$ cat config.mk
export PLATFORM = sky130hd
export DESIGN_NAME = msp_divsqrt
export DESIGN_NICKNAME = d
export VERILOG_FILES = /design/src/rtl/core/msp_pkg.sv /design/src/rtl/core/msp_divsqrt.sv
export SDC_FILE = /design/constraint.sdc
export NUM_CORES = 1
export LEC_CHECK = 0
export BUFFER_PORTS_ARGS = -buffer_cell sky130_fd_sc_hd__buf_2
export CAP_MARGIN = 20
export CELL_PAD_IN_SITES_DETAIL_PLACEMENT = 1
export CELL_PAD_IN_SITES_GLOBAL_PLACEMENT = 2
export CORE_UTILIZATION = 36
export DETAILED_ROUTE_END_ITERATION = 6
export PLACE_DENSITY_LB_ADDON = 0.1
export SYNTH_ARGS = -nofsm -noshare
export SYNTH_HDL_FRONTEND = slang
export SYNTH_SLANG_ARGS = --single-unit
$ cat constraint.sdc
create_clock -name clock -period 4.3 [get_ports clock]
set_clock_uncertainty 0.1 [all_clocks]
set_input_delay 0 -clock clock [delete_from_list [all_inputs] [get_ports clock]]
set_output_delay 0 -clock clock [all_outputs]
set_load 0.02 [all_outputs]
$ cat src/rtl/core/msp_pkg.sv
// ----------------------------------------------------------------------------
// msp_pkg: shared types and constants for the mass-spring particle engine
// Operation codes, register indexes, iterative unit control, saturation.
// ----------------------------------------------------------------------------
`default_nettype none

package msp_pkg;

   // operation codes carried in req_tuser
   typedef enum logic [3:0] {
      OP_LOAD_POS  = 4'd0,
      OP_LOAD_MOM  = 4'd1,
      OP_LOAD_MASS = 4'd2,
      OP_CLEAR     = 4'd3,
      OP_SPRING    = 4'd4,
      OP_DRAG      = 4'd5,
      OP_UPD_MOM   = 4'd6,
      OP_UPD_POS   = 4'd7,
      OP_READ      = 4'd8
   } op_type;

   // configuration register indexes
   typedef enum logic [1:0] {
      REG_TIME_STEP = 2'd0,
      REG_VISCOSITY = 2'd1,
      REG_COUNT     = 2'd2
   } reg_type;

   typedef enum logic {
      UNIT_DIV  = 1'b0,
      UNIT_SQRT = 1'b1
   } unit_mode_type;

   typedef struct packed {
      logic          start;
      unit_mode_type mode;
   } unit_ctl_type;

   typedef struct packed {
      logic busy;
      logic done;
      logic rem_nz;
   } unit_sts_type;

   localparam logic [6:0] DIV_STEPS  = 7'd64;
   localparam logic [6:0] SQRT_STEPS = 7'd32;

   function automatic logic signed [63:0] sx32(input logic [31:0] v);
      return {{32{v[31]}}, v};
   endfunction

   function automatic logic [31:0] sat32(input logic signed [63:0] v);
      logic [31:0] r;
      if (v > 64'sh0000_0000_7FFF_FFFF) begin
         r = 32'h7FFF_FFFF;
      end else if (v < -64'sh0000_0000_8000_0000) begin
         r = 32'h8000_0000;
      end else begin
         r = v[31:0];
      end
      return r;
   endfunction

endpackage

`default_nettype wire

$ cat src/rtl/core/msp_divsqrt.sv
// ----------------------------------------------------------------------------
// msp_divsqrt: shared iterative divide / square-root unit
// Restoring 64/32 divide (one quotient bit per cycle) or 64-bit integer
// square root (one root bit per cycle).
// ----------------------------------------------------------------------------
`default_nettype none

module msp_divsqrt
   import msp_pkg::*;
(
   input  wire logic         clock,
   input  wire logic         reset,
   input  wire unit_ctl_type ctl,
   input  wire logic [63:0]  operand,   // dividend or radicand
   input  wire logic [31:0]  divisor,
   output      unit_sts_type sts,
   output      logic [63:0]  result     // quotient, or root in low bits
);

   logic          busy_ff, busy_in;
   logic          done_ff, done_in;
   unit_mode_type mode_ff, mode_in;
   logic [6:0]    cnt_ff, cnt_in;
   logic [63:0]   x_ff, x_in;
   logic [33:0]   rem_ff, rem_in;
   logic [31:0]   root_ff, root_in;
   logic [31:0]   dvs_ff, dvs_in;

   logic [32:0]   div_t;
   logic [33:0]   div_diff;
   logic [33:0]   sq_t;
   logic [33:0]   sq_trial;

   always_comb begin
      busy_in  = busy_ff;
      done_in  = 1'b0;
      mode_in  = mode_ff;
      cnt_in   = cnt_ff;
      x_in     = x_ff;
      rem_in   = rem_ff;
      root_in  = root_ff;
      dvs_in   = dvs_ff;
      div_t    = {rem_ff[31:0], x_ff[63]};
      div_diff = {1'b0, div_t} - {2'b00, dvs_ff};
      sq_t     = {rem_ff[31:0], x_ff[63:62]};
      sq_trial = {root_ff, 2'b01};

      if (ctl.start) begin
         busy_in = 1'b1;
         mode_in = ctl.mode;
         cnt_in  = (ctl.mode == UNIT_DIV) ? DIV_STEPS : SQRT_STEPS;
         x_in    = operand;
         rem_in  = '0;
         root_in = '0;
         dvs_in  = divisor;
      end else if (busy_ff) begin
         if (mode_ff == UNIT_DIV) begin
            if (!div_diff[33]) begin
               rem_in = {1'b0, div_diff[32:0]};
               x_in   = {x_ff[62:0], 1'b1};
            end else begin
               rem_in = {1'b0, div_t};
               x_in   = {x_ff[62:0], 1'b0};
            end
         end else begin
            if (sq_t >= sq_trial) begin
               rem_in  = sq_t - sq_trial;
               root_in = {root_ff[30:0], 1'b1};
            end else begin
               rem_in  = sq_t;
               root_in = {root_ff[30:0], 1'b0};
            end
            x_in = {x_ff[61:0], 2'b00};
         end
         cnt_in = cnt_ff - 7'd1;
         if (cnt_ff == 7'd1) begin
            busy_in = 1'b0;
            done_in = 1'b1;
         end
      end
   end

   always_ff @(posedge clock) begin
      if (reset) begin
         busy_ff <= 1'b0;
         done_ff <= 1'b0;
      end else begin
         busy_ff <= busy_in;
         done_ff <= done_in;
      end
      mode_ff <= mode_in;
      cnt_ff  <= cnt_in;
      x_ff    <= x_in;
      rem_ff  <= rem_in;
      root_ff <= root_in;
      dvs_ff  <= dvs_in;
   end

   assign sts.busy   = busy_ff;
   assign sts.done   = done_ff;
   assign sts.rem_nz = (rem_ff != '0);
   assign result     = (mode_ff == UNIT_DIV) ? x_ff : {32'd0, root_ff};

endmodule

`default_nettype wire

==> results.tsv <==
stage	metric	value	unit
detailed_routing	top metal layer carrying routed signals	met4	
grt	largest net degree at the start of global routing	96	
worst_setup_path	top fanout value on the critical path	4	
yosys	ranking of synthesized cells by area	sky130_fd_sc_hd__edfxtp_1 25%, sky130_fd_sc_hd__dfxtp_1 11%, sky130_fd_sc_hd__ha_1 6.8%, sky130_fd_sc_hd__o21ai_0 6.0%, sky130_fd_sc_hd__nand2_1 5.8%	
worst_setup_path	required time of the worst setup path	4560	ps
finish	final standard cell area without fillers	15200	um^2
floorplan	floorplan row count	67	
yosys	mean instance size in the synthesized netlist	8.71	um^2
clocking	clock tree from TritonCTS	built	
yosys	top flip-flop cell by instance count after synthesis	sky130_fd_sc_hd__edfxtp_1	
detailed_routing	via density per instance	5.46	
clocking	CTS sink count	172	
clocking	deepest clock path buffer count	2	
worst_hold_path	start point of the worst min-delay path	divisor[25]	
pwr	P per Cell Area	494	nW/um^2
finish	Fillers	4038	
worst_setup_path	type of the worst setup path	flip-flop to flip-flop	
timing	actual transition at the worst max-transition pin	691	ps
yosys	post-synthesis compound-gate area fraction	0.237	
clocking	clock buffers created by TritonCTS	17	
run_status	outcome	complete, no violations	
timing	unrepaired setup endpoints after global routing	false	
finish	most frequent standard cell in the layout excluding fill and tap cells	sky130_fd_sc_hd__nand2_1	
worst_setup_path	CP arrival	3990	ps
flow_run	number of violations of the max-capacitance limit	0	
detailed_routing	wire length on met2	20100	um
yosys	Post-synth EDFFs	104	
timing	share of the cycle needed by the critical path after routing	0.866	
timing	count of final setup violators	0	
worst_setup_path	peak per-stage delay on the critical path	440	ps
yosys	Seq/Total Area, Yosys	0.359	
timing	Max-Slew Margin vs Limit	0.528	
floorplan	Horiz. Die Dim	188	um
finish	number of inserted diodes	0	
placed_design	placed cell areas	13700	um^2
yosys	Yosys warning total	0	
detailed_routing	detailed route wirelength on metal3	1550	um
worst_setup_path	R2R depth	13	
timing	total negative slack	0	ps
detailed_routing	post-route DRC violation count	0	
placed_design	placer's final routability congestion estimate	0.850	
yosys	multiplexer share of the synthesized area	0.0618	
detailed_routing	1st-pass router iterations	5	
grt	GRT Residual Overflow	0	
yosys	synth unique cells	97	
yosys	flop and latch count out of synthesis	172	
timing	final number of max-transition violations	0	
finish	net total in the final layout	1833	
clocking	hold buffers post-CTS	99	
yosys	arithmetic-cell share of the synthesized area counting full adders, half adders and majority gates	0.0697	
worst_setup_path	kind of start point of the critical path	flip-flop	
floorplan	core area	33900	um^2
timing	final critical delay including setup and external delays	3730	ps
floorplan	die footprint	35500	um^2
timing	Peak Freq	268	MHz
yosys	basic-gate share of the synthesized area counting and, or, nand and nor cells	0.169	
worst_setup_path	startpoint of the worst-slack reg-to-reg timing path	x_ff[63]$_DFFE_PP_	
grt	wire length of the first global-routing pass	66800	um
clocking	post-CTS sizing	0	
placed_design	DP HPWL	31100	um
detailed_routing	vias after detailed routing	11600	
clocking	buffer cell driving the clock tree root	sky130_fd_sc_hd__clkbuf_16	
placed_design	pre-CTS WS	629	ps
placed_design	count of buffers inserted at the top-level ports	166	
worst_setup_path	kind of end point of the critical path	flip-flop	
detailed_routing	detailed-route wire length on metal 1	19200	um
yosys	top cell type by total area after synthesis	sky130_fd_sc_hd__edfxtp_1	
floorplan	starting density of the core	0.369	
detailed_routing	Final ANT Viol Nets	0	
worst_setup_path	R2R Setup Slk	570	ps
grt	GRT Util Overall	0.238	
timing	worst hold slack across all endpoints	142	ps
finish	fraction of final layout cells with drive strength greater than 1	0.183	
yosys	largest family of logic cells by synthesized area	compound AO/OA/AOI/OAI gates	
timing	final hold vios	0	
yosys	cells after synthesis	1434	
yosys	share of flip-flops with an asynchronous set or reset after synthesis	0	
yosys	parity-gate share of the synthesized area counting xor and xnor cells	0.0372	
clocking	Post-CTS Setup Inserts	0	
floorplan	die extent in y	188	um
worst_setup_path	worst-path cell with the longest stage delay	sky130_fd_sc_hd__edfxtp_1	
grt	initial antenna violation count	0	
worst_setup_path	capture instance of the worst register-to-register path	rem_ff[28]$_SDFFE_PP0P_	
timing	post-route worst setup slack	575	ps
yosys	Yosys top cell area share	0.250	
worst_hold_path	WHS Path Cells	2	
finish	P&R area growth vs syn	21.9	%
clocking	CTS H-Tree Depth	4	
clocking	register clock-pin slew on the reported worst setup and hold paths	80	ps
yosys	post-synthesis instance area	12500	um^2
clocking	clock latency on the worst-skew pair	460	ps
pwr	Leak Pwr	6.34	nW
detailed_routing	drt initial violations	580	
worst_setup_path	sequence of cells on the critical path	inv_1, ha_1, inv_1, fa_1, a211oi_2, o211ai_1, a221oi_4, nand3_2, a31oi_2, o21ai_2, nand3b_1, a41o_1, a2111oi_2	
pwr	IR drop worst, VDD	0.000325	V
worst_setup_path	cell mode on critical path	sky130_fd_sc_hd__inv_1	
floorplan	IO Pins	167	
worst_setup_path	Crit path buffers/inverters	2	
detailed_routing	DR WL/cell	19.6	um
detailed_routing	Routed Wire Length	41600	um
yosys	Mapped Nets	1603	
worst_hold_path	class of the tightest hold or removal check	input port to flip-flop	
pwr	Pwr Total	0.00752	W
worst_hold_path	worst min-delay path endpoint	dvs_ff[25]$_DFFE_PP_	
grt	vias in the first global route	12200	
finish	most frequent cells in the layout	192 x sky130_fd_sc_hd__nand2_1, 165 x sky130_fd_sc_hd__buf_2, 149 x sky130_fd_sc_hd__o21ai_0, 104 x sky130_fd_sc_hd__edfxtp_1, 99 x sky130_fd_sc_hd__dlygate4sd3_1	
worst_setup_path	gate family responsible for the most delay along the worst path	compound AO/OA/AOI/OAI gates	
synth_stat cells, types with 8 or more instances:
cell and number:
sky130_fd_sc_hd__nand2_1 192, sky130_fd_sc_hd__o21ai_0 149, sky130_fd_sc_hd__edfxtp_1 104, sky130_fd_sc_hd__a21oi_1 97, sky130_fd_sc_hd__inv_1 92, sky130_fd_sc_hd__nor2_1 70
sky130_fd_sc_hd__dfxtp_1 68, sky130_fd_sc_hd__ha_1 68, sky130_fd_sc_hd__clkbuf_1 49, sky130_fd_sc_hd__mux2i_1 40, sky130_fd_sc_hd__nand3_1 39, sky130_fd_sc_hd__nor2b_1 38
sky130_fd_sc_hd__xnor2_1 35, sky130_fd_sc_hd__mux2_2 33, sky130_fd_sc_hd__o211ai_1 28, sky130_fd_sc_hd__nor3_1 21, sky130_fd_sc_hd__a21o_1 18, sky130_fd_sc_hd__xor2_1 18
sky130_fd_sc_hd__a31oi_1 17, sky130_fd_sc_hd__nor4_1 14, sky130_fd_sc_hd__nand4_1 13, sky130_fd_sc_hd__a211oi_1 11, sky130_fd_sc_hd__o21a_1 11, sky130_fd_sc_hd__a22o_1 10
sky130_fd_sc_hd__buf_4 10, sky130_fd_sc_hd__a211o_1 8, sky130_fd_sc_hd__a311oi_1 8, sky130_fd_sc_hd__and3_1 8, sky130_fd_sc_hd__o31ai_1 8
cell families after synthesis:
| kind of cell | after synthesis |
|---|---|
| multiplexers | 73 |
| AND/OR/NAND/NOR | 441 |
| XOR/XNOR | 53 |
| AO/OA/AOI/OAI | 449 |
| adder cells (fa/ha/maj) | 69 |
| buffers and inverters | 177 |
| flip-flops | 172 |
stage by stage:
| stage | utilization | instances |
|---|---|---|
| 2_1_floorplan | - | 1434 |
| 5_1_grt | 0.450 | 2125 |
| 4_1_cts | 0.450 | 2125 |
| 3_5_place_dp | 0.403 | 1994 |
| 3_3_place_gp | 0.403 | 1994 |
| 6_report | 0.450 | 2125 |
worst max path at each step:
stage,start,end,slack (ps),cells past startpoint
floorplan,x_ff[63]$_DFFE_PP_,rem_ff[28]$_SDFFE_PP0P_,1110,13
global placement,x_ff[63]$_DFFE_PP_,rem_ff[28]$_SDFFE_PP0P_,780,13
detailed placement,x_ff[63]$_DFFE_PP_,rem_ff[28]$_SDFFE_PP0P_,630,13
CTS,x_ff[63]$_DFFE_PP_,rem_ff[28]$_SDFFE_PP0P_,590,13
global route,x_ff[63]$_DFFE_PP_,rem_ff[28]$_SDFFE_PP0P_,370,13
finish,x_ff[63]$_DFFE_PP_,rem_ff[28]$_SDFFE_PP0P_,570,13
registers in the layout, indices dropped and copies added (netlist names):
register  flops
done_ff       1
cnt_ff        7
x_ff         64
dvs_ff       32
busy_ff       1
mode_ff       1
root_ff      32
rem_ff       34
power breakdown:
| part | switching, W | internal, W |
|---|---|---|
| clock network | 0.000745 | 0.000820 |
| logic | 0.00233 | 0.00148 |
| registers | 0.000192 | 0.00194 |
layer usage:
metal / vias up / global-route usage
met5: - / 0
met4: 0 / 0.0704
met3: 49 / 0.0393
met2: 244 / 0.409
met1: 5596 / 0.304
li1: 5703 / -
layout make-up:
type | count | area (um^2) | area share
Timing Repair Buffer | 295 | 2070 | 0.136
Inverter | 93 | 349 | 0.0229
Multi-Input combinational cell | 1085 | 7190 | 0.472
Clock inverter | 13 | 100 | 0.00657
Sequential cell | 172 | 4480 | 0.295
Clock buffer | 19 | 475 | 0.0312
Tap cell | 448 | 561 | 0.0368
No activity file was read; power rests on OpenSTA's default activity.
